<file path="src/hw/rtl/dms_pkg.sv">
package dms_pkg;

  localparam int KEY_W = 32;

  typedef enum logic [2:0] {
    S_LOAD,
    S_PASS,
    S_SEG,
    S_RD,
    S_MRG,
    S_FETCH,
    S_OUT,
    S_WAIT
  } dms_state_t;

  typedef struct packed {
    logic store;
    logic start_sort;
    logic seg_start;
    logic pass_next;
    logic seg_setup;
    logic merge_step;
    logic rd_emit;
    logic emit_adv;
    logic clear;
  } dms_cmd_t;

  typedef struct packed {
    logic width_done;
    logic seg_done;
    logic merge_last;
    logic emit_final;
  } dms_sts_t;

endpackage

</file>
<file path="src/hw/rtl/dms_ctrl.sv">
module dms_ctrl (
  input  logic            clk,
  input  logic            rst_n,
  input  logic            in_tvalid,
  input  logic            in_tlast,
  output logic            in_tready,
  output logic            out_tvalid,
  input  logic            out_tready,
  input  dms_pkg::dms_sts_t sts,
  output dms_pkg::dms_cmd_t cmd
);
  import dms_pkg::*;

  dms_state_t state_r;
  dms_state_t state_nxt;

  always_ff @(posedge clk) begin
    if (!rst_n) begin
      state_r <= S_LOAD;
    end else begin
      state_r <= state_nxt;
    end
  end

  always_comb begin
    state_nxt = state_r;
    unique case (state_r)
      S_LOAD: begin
        if (in_tvalid && in_tlast) state_nxt = S_PASS;
      end
      S_PASS: begin
        state_nxt = sts.width_done ? S_FETCH : S_SEG;
      end
      S_SEG: begin
        state_nxt = sts.seg_done ? S_PASS : S_RD;
      end
      S_RD: begin
        state_nxt = S_MRG;
      end
      S_MRG: begin
        state_nxt = sts.merge_last ? S_SEG : S_RD;
      end
      S_FETCH: begin
        state_nxt = S_OUT;
      end
      S_OUT: begin
        if (out_tready) state_nxt = sts.emit_final ? S_LOAD : S_WAIT;
      end
      S_WAIT: begin
        if (in_tvalid) state_nxt = S_FETCH;
      end
      default: state_nxt = S_LOAD;
    endcase
  end

  always_comb begin
    cmd        = '0;
    in_tready  = 1'b0;
    out_tvalid = 1'b0;
    unique case (state_r)
      S_LOAD: begin
        in_tready      = 1'b1;
        cmd.store      = in_tvalid;
        cmd.start_sort = in_tvalid && in_tlast;
      end
      S_PASS: begin
        cmd.seg_start = !sts.width_done;
      end
      S_SEG: begin
        cmd.pass_next = sts.seg_done;
        cmd.seg_setup = !sts.seg_done;
      end
      S_RD: begin
        cmd.rd_emit = 1'b0;
      end
      S_MRG: begin
        cmd.merge_step = 1'b1;
      end
      S_FETCH: begin
        cmd.rd_emit = 1'b1;
      end
      S_OUT: begin
        out_tvalid   = 1'b1;
        cmd.rd_emit  = 1'b1;
        cmd.clear    = out_tready && sts.emit_final;
        cmd.emit_adv = out_tready && !sts.emit_final;
      end
      S_WAIT: begin
        in_tready   = 1'b1;
        cmd.rd_emit = 1'b1;
      end
      default: begin
        cmd = '0;
      end
    endcase
  end

`ifndef ASSERT_OFF
  a_no_overlap: assert property (@(posedge clk) disable iff (!rst_n)
    !(in_tready && out_tvalid))
    else $error("input and output handshakes open together");

  a_hold_result: assert property (@(posedge clk) disable iff (!rst_n)
    (state_r == S_OUT && !out_tready) |=> (state_r == S_OUT))
    else $error("stalled result dropped");

  a_sort_to_fetch: assert property (@(posedge clk) disable iff (!rst_n)
    (state_r == S_PASS && sts.width_done) |=> (state_r == S_FETCH))
    else $error("finished sort did not fetch rank 0");
`endif

endmodule

</file>
<file path="config.mk">
export PLATFORM = sky130hd
export DESIGN_NAME = dms_ctrl
export DESIGN_NICKNAME = d
export VERILOG_FILES = /design/src/hw/rtl/dms_pkg.sv /design/src/hw/rtl/dms_ctrl.sv
export SDC_FILE = /design/constraint.sdc
export NUM_CORES = 1
export LEC_CHECK = 0
export BUFFER_PORTS_ARGS = -buffer_cell sky130_fd_sc_hd__buf_2
export CORE_AREA = 2 2 39 41
export DETAILED_ROUTE_END_ITERATION = 10
export DIE_AREA = 0 0 41 43
export PLACE_DENSITY = 0.58
export SKIP_CTS_REPAIR_TIMING = 1
export SYNTH_ARGS = -nofsm -noshare
export SYNTH_HDL_FRONTEND = slang
export SYNTH_SLANG_ARGS = --single-unit
</file>
<file path="constraint.sdc">
create_clock -name clk -period 2.6 [get_ports clk]
set_input_delay 0.52 -clock clk [delete_from_list [all_inputs] [get_ports clk]]
set_output_delay 0.52 -clock clk [all_outputs]
set_load 0.1 [all_outputs]
</file>
# Word level (Yosys, flattened, before mapping)
# Cells that the tools add are included.
[classes]
n_eq_ne = 10
muxes = 16
reduce_logical = 10
[ops]
columns = ["cell", "n"]
rows = [
  ["one-hot mux 3 bit (8 select lines)", 1],
  ["2-to-1 mux 3 bit", 5],
  ["== test 3 bit, second input constant", 4],
  ["2-to-1 mux 2 bit", 4],
  ["== test 3 x 2 -> 1 bit, second input constant", 2],
  ["2-to-1 mux 1 bit", 6],
  ["!= test 2 bit, second input constant", 3],
  ["== test 3 x 1 -> 1 bit, second input constant", 1],
  ["logical AND 1 bit", 3],
  ["zero test 1 bit", 3],
  ["zero test 3 bit", 1],
  ["AND reduction 3 bit", 1],
  ["OR reduction 3 bit", 1],
  ["OR reduction 2 bit", 1],
]
[word_totals]
register_bits = 3
in_bits = 9
output_inout_bits = 11
wordCells = 37

# Longest topological paths before layout
# Gate-level depths: netlist of the first run.
[logic_depth]
word_depth = 3
ltp_mapped = 5
depth_no_buf = 4

# Worst setup path before layout of the first run
# OpenSTA, ideal clock, no wires.
[synth_timing]
kind = "in2out"
from = "input sts[2] in the netlist's numbering"
to = "output cmd[4] in the netlist's numbering"
t_arrival_ps = 3671
t_required_ps = 2080
path_slack_ps = -1591
cell_stages = 1
n_path_buf = 0
path_cell_list = "nor4b_1"
[synth_via]
elab_chain_cells = 2
[synth_lines]
columns = ["element", "line_no", "rtl"]
rows = [
  ["from (decl)", "dms_ctrl.sv:9", "input dms_pkg::dms_sts_t sts,"],
  ["zero test 1 bit", "dms_ctrl.sv:71", "cmd.seg_setup = !sts.seg_done;"],
  ["2-to-1 mux 2 bit", "dms_ctrl.sv:60", "unique case (state_r)"],
  ["to (decl)", "dms_ctrl.sv:10", "output dms_pkg::dms_cmd_t cmd"],
]
# Every way passes these cells.

==> impl_summary.log, run 1 <==
[metrics] Slew @ Worst Pin: between 0.4 and 0.5 ns
[metrics] wire length on met1: 397 um
[metrics] cell area after technology mapping: 310 um2
[metrics] Seq/Total Area, Yosys: roughly a fifth
[metrics] worst-path cell with the longest stage delay: dfxtp_1
[metrics] flip-flop count of the largest register, all copies and words added: 3
[metrics] Routed met3 length: between 60 and 70 um
[metrics] Post-Synthesis Net Count: 52
[metrics] Max Cap Violations: 0
[metrics] DPL Wire Length: ~630 um
[metrics] area share of the largest cell type after synthesis: between 10% and 20%
[metrics] initial cell density of the core: 22.4%
[metrics] Inserted Diodes: 0
[metrics] count of port buffers added during placement: 19
[metrics] worst clock skew on the final layout: approximately 0.0076 ns
[metrics] fmax: 440 MHz
[metrics] worst endpoint required time: roughly 2.1 ns
[metrics] category of the worst setup path capture point: primary output
[metrics] DRT Wirelength: roughly 860 um
[metrics] chip width: around 41 um
[metrics] area of the placeable core: ~1400 um2
[metrics] Primary FF master, synth: dfxtp_1
[metrics] GRT Util Overall: a little under an eighth
[metrics] startpoint of the most critical hold path: rst_n
[metrics] largest registers: state_r: 3 flops
[metrics] final worst-path cycle share: between 80% and 90%
[metrics] initial antenna violation count: 0
[metrics] clk_lat worst skew: ~0.24 ns
[metrics] end of the worst register-to-register path: state_r[0]$_SDFFE_PN0P_
[metrics] clock tree from TritonCTS: done
[metrics] destination of the critical timing path: cmd[0]
[metrics] via count of the first global-routing pass: around 330
[metrics] multi-input gate area in the final layout: approximately 240 um2
[metrics] arrival time at the worst endpoint: between 1.5 and 2 ns
[metrics] TritonCTS Buffers: 3
[metrics] cell types occupying the most area after synthesis: dfxtp_1 19%, nor2_1 7.3%, o21ai_0 4.8%, buf_4 4.8%, nand2_1 4.8%
[metrics] type of element launching the critical path: flop
[metrics] cells traversed along the worst timing path: and3b_4 -> and3_2 -> buf_2
[metrics] final setup violating endpoints: 0
[metrics] number of buffers on the longest clock path: 2
[metrics] pin count of the biggest net entering global routing: 15
[metrics] Num Clock Sinks: 3
[metrics] Pins Over Slew Limit: 0
[metrics] largest stage delay on the critical path: 0.62 ns
[metrics] power per unit of standard cell area: just over 800 nW/um2
[metrics] WHS: 0.527 ns
[metrics] class of the tightest hold or removal check: in2reg
[metrics] post-route antenna net violation count: 0
[metrics] share of flip-flops with an asynchronous set or reset after synthesis: 0%
[metrics] global-route wire length before repair: approximately 1.4 mm
[metrics] top layer in use: met4
[metrics] type of the worst setup path: reg2out
[metrics] count of cells along the worst hold path: 2
[metrics] routed length on met2: 381 um
[metrics] H-tree depth: 1
[metrics] number of filler instances in the final layout: 150
[metrics] setup repair after global routing missed its margin: no
[metrics] master cell of the clock root buffer: clkbuf_4
[metrics] startpoint of the worst setup timing path: state_r[1]$_SDFFE_PN0P_
[metrics] R2R Path Start: state_r[1]$_SDFFE_PN0P_
[metrics] register area: 60.1 um2
[metrics] area growth from synthesis to layout: 46.4%
[metrics] final hold violations: 0
[metrics] cell count after synthesis: 43
[metrics] maximum VDD drop: approximately 0.34 mV
[metrics] die area: 1760 um2
[metrics] fin crit period: between 2 and 2.5 ns
[metrics] biggest area consumer among synthesized cells: dfxtp_1
[metrics] Cell variety after synth: 29
[metrics] vertical die dimension: 43 um
[metrics] number of enable-type register cells in the synthesized netlist: 0
[metrics] initial DRC count: 12
[metrics] RePlAce Congestion: 0.763
[metrics] wire length per cell: 10.9 um
[metrics] post-DR vias/cell: ~4.8
[metrics] first-pass iteration count of the detailed router: 4
[metrics] clock-pin slew on the worst setup and hold paths: ~0.040 ns
[metrics] P_leak: 0.209 nW
[metrics] Max Fanout on Critical Path: 14
[metrics] count of yosys warnings during synthesis: 0
[metrics] Post-Syn Area per Cell: 7.22 um2
[metrics] number of vias in the routed layout: about 380
[metrics] grt total ovfl: 0
[metrics] layout cells sized above 1: between 40% and 50%
[metrics] #FFs+latches synth: 3
[metrics] status: finished, final reports clean
[metrics] num rows: 14
[metrics] Final Net Count: between 70 and 80
[metrics] cell area reported after detailed placement: 428 um2
[metrics] worst reg2reg setup slack: 1.22 ns
[metrics] I/O pins: 20
[metrics] # DRC: 0
[metrics] worst reg-to-reg path cell count: 3
[metrics] worst slew margin relative to its limit: about two thirds
[metrics] register containing the most flip-flops in the final layout: state_r
[metrics] total non-filler cell area in the finished layout: ~450 um2
[where the power goes]
group          switching [mW]  internal (mW)
clock                  0.0283         0.0578
sequential             0.0248         0.0533
combinational           0.160         0.0457
total                   0.213          0.157
[how the worst min path moves through the flow]
stage | end
CTS | state_r[1]$_SDFFE_PN0P_
detailed placement | state_r[2]$_SDFFE_PN0P_
global route | state_r[0]$_SDFFE_PN0P_
finish | state_r[1]$_SDFFE_PN0P_
global placement | state_r[2]$_SDFFE_PN0P_
floorplan | state_r[0]$_SDFFE_PN0P_
[cells in the final DEF, fill, tap and decap left out]
master,n
buf_2,19
nor2_1,5
nand2_1,4
o21ai_0,3
clkbuf_4,3
dfxtp_1,3
o22ai_1,2
and3b_4,1
inv_4,1
nor3_2,1
inv_1,1
nor4_4,1
nor4b_2,1
and3_2,1
nand3_1,1
nor2_2,1
and4_1,1
and3_1,1
a21oi_1,1
a21boi_0,1
o21ai_1,1
a22o_1,1
nand2b_1,1
o22a_1,1
o21a_1,1
clkinv_2,1
o21ai_2,1
and2b_1,1
a222oi_1,1
a311oi_1,1
clkbuf_1,1
[final cells by class]
type                       instances  area share (%)
clock buffer                       4            5.79
sequential                         3            13.2
inverter                           3            3.31
tap                               16            4.41
timing repair buffer              19            20.9
multi-input combinational         34            52.3
[metal layers]
layer  global-route usage, %  vias to the layer above
li1                        -                      199
met1                    15.0                      166
met2                    15.6                       16
met3                    3.14                        2
met4                    10.0                        0
met5                       0                        -
[synthesized netlist by cell type, types with 2 or more instances]
library cell  instances
nand2_1               4
o22ai_1               2
buf_4                 2
nor2_1                6
o21ai_0               3
dfxtp_1               3
[worst max-delay path, delay by kind of cell, from the launching register on]
| kind | cells | cell delay, ns |
|---|---|---|
| buf+inv | 1 | 0.41 |
| simple gates | 2 | 0.48 |
| flops | 1 | 0.62 |
[cell families (layout without fill, tap and decap cells)]
family | count (synthesis) | in the layout | synth area share (%)
DFF | 3 | 3 | 19.4
buffers and inverters | 6 | 26 | 13.3
AOI/OAI and AO/OA | 14 | 14 | 31.5
and+or+nand+nor | 20 | 20 | 35.9
[per-stage QoR]
step	cells	util, %	setup WS (ns)	TNS, ns	power, mW
final	79	32.8	0.325	0	0.370
after global routing	79	32.8	0.242	0	0.388
after CTS	79	32.8	0.312	0	0.374
after detailed placement	75	30.9	0.580	0	0.286
after global placement	75	30.9	0.587	0	0.285
after floorplan	43	-	-0.147	-0.147	0.260
Power figures use the tool's default switching activity.
==> run 2, diff against run 1 <==
--- a/config.mk
+++ b/config.mk
@@ -6,10 +6,11 @@
 export NUM_CORES = 1
 export LEC_CHECK = 0
 export BUFFER_PORTS_ARGS = -buffer_cell sky130_fd_sc_hd__buf_2
+export CAP_MARGIN = 25
 export CORE_AREA = 2 2 39 41
 export DETAILED_ROUTE_END_ITERATION = 10
 export DIE_AREA = 0 0 41 43
-export PLACE_DENSITY = 0.58
+export PLACE_DENSITY_LB_ADDON = 0.08
 export SKIP_CTS_REPAIR_TIMING = 1
 export SYNTH_ARGS = -nofsm -noshare
 export SYNTH_HDL_FRONTEND = slang
==> run 2 against run 1 <==
  * Global-route usage shrank 1.1 points
  * Highest routed layer is now met3
  * Combinational power barely moved
  * Clock skew is 0.0071 ns lower
  * Sequential cell count unchanged
  * Largest power group unchanged
  * Cell area unchanged
  * Non-clock buffer count unchanged
  * Core utilization unchanged
  * Maximum frequency grew 0.17%
==> impl_summary.log, run 2 (same netlist as run 1, synthesis figures left out) <==
[metrics] setup repair after global routing missed its margin: no (unchanged)
[metrics] Power, Total: 364 uW (was 370 uW)
[metrics] DRT Wirelength: 874 um (was 860 um)
[metrics] flip-flop count of the largest register, all copies and words added: 3 (unchanged)
[metrics] fmax: 440 MHz (about the same)
[metrics] count of port buffers added during placement: 19 (unchanged)
[metrics] grt total ovfl: 0 (unchanged)
[metrics] Final Net Count: 73 (unchanged)
[metrics] H-tree depth: 1 (unchanged)
[metrics] I/O pins: 20 (unchanged)
[metrics] number of filler instances in the final layout: 163 (was 150)
[metrics] Worst Slack Setup Final: 0.329 ns (was 0.325 ns)
[metrics] power per unit of standard cell area: 802 nW/um2 (was 815 nW/um2)
[metrics] cells traversed along the worst timing path: and3b_4 -> and3_2 -> buf_2 (unchanged)
[metrics] maximum VDD drop: 0.345 mV (about the same)
[metrics] pin count of the biggest net entering global routing: 15 (unchanged)
[metrics] register containing the most flip-flops in the final layout: state_r (unchanged)
[metrics] global-route wire length before repair: 1.31 mm (was 1.37 mm)
[metrics] commonest cells after routing, fill and taps aside: 19 x buf_2, 5 x nor2_1, 4 x nand2_1 (unchanged)
[metrics] number of buffers on the longest clock path: 2 (unchanged)
[metrics] via count of the first global-routing pass: 318 (was 325)
[metrics] cell area reported after detailed placement: 428 um2 (unchanged)
[metrics] post-place setup slack: 0.559 ns (was 0.580 ns)
[metrics] fin crit period: 2.27 ns (about the same)
[metrics] number of placed instances, taps included: 75 (unchanged)
[metrics] GRT Util Overall: 10.7% (was 11.8%)
[metrics] type of element launching the critical path: flop (unchanged)
[metrics] initial cell density of the core: 22.4% (unchanged)
[metrics] post-route antenna net violation count: 0 (unchanged)
[metrics] final worst-path cycle share: 87.3% (was 87.5%)
[metrics] fin cells: 79 (unchanged)
[metrics] Slew @ Worst Pin: 0.509 ns (was 0.488 ns)
[metrics] chip width: 41 um (unchanged)
[metrics] clock-pin slew on the worst setup and hold paths: 0.03 ns (was 0.04 ns)
[metrics] largest stage delay on the critical path: 0.63 ns (was 0.62 ns)
[metrics] type of the worst setup path: reg2out (unchanged)
[metrics] TritonCTS Buffers: 3 (unchanged)
[metrics] Num Clock Sinks: 3 (unchanged)
[metrics] DPL Wire Length: 655 um (was 632 um)
[metrics] vertical die dimension: 43 um (unchanged)
[metrics] area of the placeable core: 1380 um2 (unchanged)
[metrics] initial DRC count: 5 (was 12)
[metrics] worst-path cell with the longest stage delay: dfxtp_1 (unchanged)
[metrics] num rows: 14 (unchanged)
[metrics] total non-filler cell area in the finished layout: 454 um2 (unchanged)
[metrics] # DRC: 0 (unchanged)
[metrics] area growth from synthesis to layout: 46.4% (unchanged)
[metrics] wire length per cell: 11.1 um (was 10.9 um)
[metrics] Pins Over Slew Limit: 0 (unchanged)
[metrics] final setup violating endpoints: 0 (unchanged)
[metrics] aggregate negative setup slack: 0 ns (unchanged)
[metrics] P_leak: 0.209 nW (unchanged)
[metrics] RePlAce Congestion: 0.696 (was 0.763)
[metrics] largest registers: state_r: 3 flops (unchanged)
[metrics] Final Core Density: 32.8% (unchanged)
[metrics] Max Cap Violations: 0 (unchanged)
[metrics] layout cells sized above 1: 49.2% (unchanged)
[metrics] Max Fanout on Critical Path: 14 (unchanged)
[metrics] final hold violations: 0 (unchanged)
[metrics] status: finished, final reports clean (unchanged)
[metrics] worst endpoint required time: 2.08 ns (about the same)
[metrics] arrival time at the worst endpoint: 1.75 ns (about the same)
[metrics] worst slew margin relative to its limit: 66.0% (was 67.4%)
[metrics] post-DR vias/cell: 4.82 (was 4.85)
[metrics] clk_lat worst skew: 0.23 ns (was 0.24 ns)
[metrics] class of the tightest hold or removal check: in2reg (unchanged)
[metrics] die area: 1760 um2 (unchanged)
[metrics] WHS: 0.548 ns (was 0.527 ns)
[metrics] first-pass iteration count of the detailed router: 4 (unchanged)
[metrics] initial antenna violation count: 0 (unchanged)
[metrics] master cell of the clock root buffer: clkbuf_4 (unchanged)
[metrics] clock tree from TritonCTS: done (unchanged)
[metrics] number of vias in the routed layout: 381 (was 383)
[metrics] category of the worst setup path capture point: primary output (unchanged)
[metrics] Inserted Diodes: 0 (unchanged)
[metrics] most frequent standard cell in the layout excluding fill and tap cells: buf_2 (unchanged)
[metrics] worst clock skew on the final layout: 0.000505 ns (was 0.00761 ns)
==> run 2: final timing paths <==
path	startpoint	end	slack [ns]	cells past startpoint
max	state_r[1]$_SDFFE_PN0P_	cmd[0]	0.33	3
min	rst_n	state_r[1]$_SDFFE_PN0P_	0.55	2
max reg2reg	state_r[1]$_SDFFE_PN0P_	state_r[0]$_SDFFE_PN0P_	1.19	3
min reg2reg	state_r[0]$_SDFFE_PN0P_	state_r[2]$_SDFFE_PN0P_	0.70	2
==> run 2: power by group <==
| group | switching (mW) | total (mW) | internal [mW] |
|---|---|---|---|
| Clock | 0.0214 | 0.0788 | 0.0573 |
| Sequential | 0.0257 | 0.0791 | 0.0534 |
| Combinational | 0.161 | 0.207 | 0.0457 |
| Total | 0.208 | 0.364 | 0.156 |
==> run 2: critical path, delay by kind of cell (launching register included) <==
kind | cells | cell delay [ns]
and+or+nand+nor | 2 | 0.48
buffers and inverters | 1 | 0.41
DFF | 1 | 0.63
==> run 2: metal layers <==
| layer | global-route usage, % | up-vias | share of wire, % |
|---|---|---|---|
| met5 | 0 | - | 0 |
| met4 | 2.00 | 0 | 0 |
| met3 | 3.14 | 0 | 5.5 |
| met2 | 15.9 | 13 | 44 |
| met1 | 15.0 | 170 | 51 |
| li1 | - | 198 | - |
==> run 2: layout make-up <==
class                      count  area [um2]  share of cell area (%)
multi-input combinational     34         238                    52.3
timing repair buffer          19        95.1                    20.9
sequential                     3        60.1                    13.2
clock buffer                   4        26.3                    5.79
tap                           16        20.0                    4.41
inverter                       3        15.0                    3.31
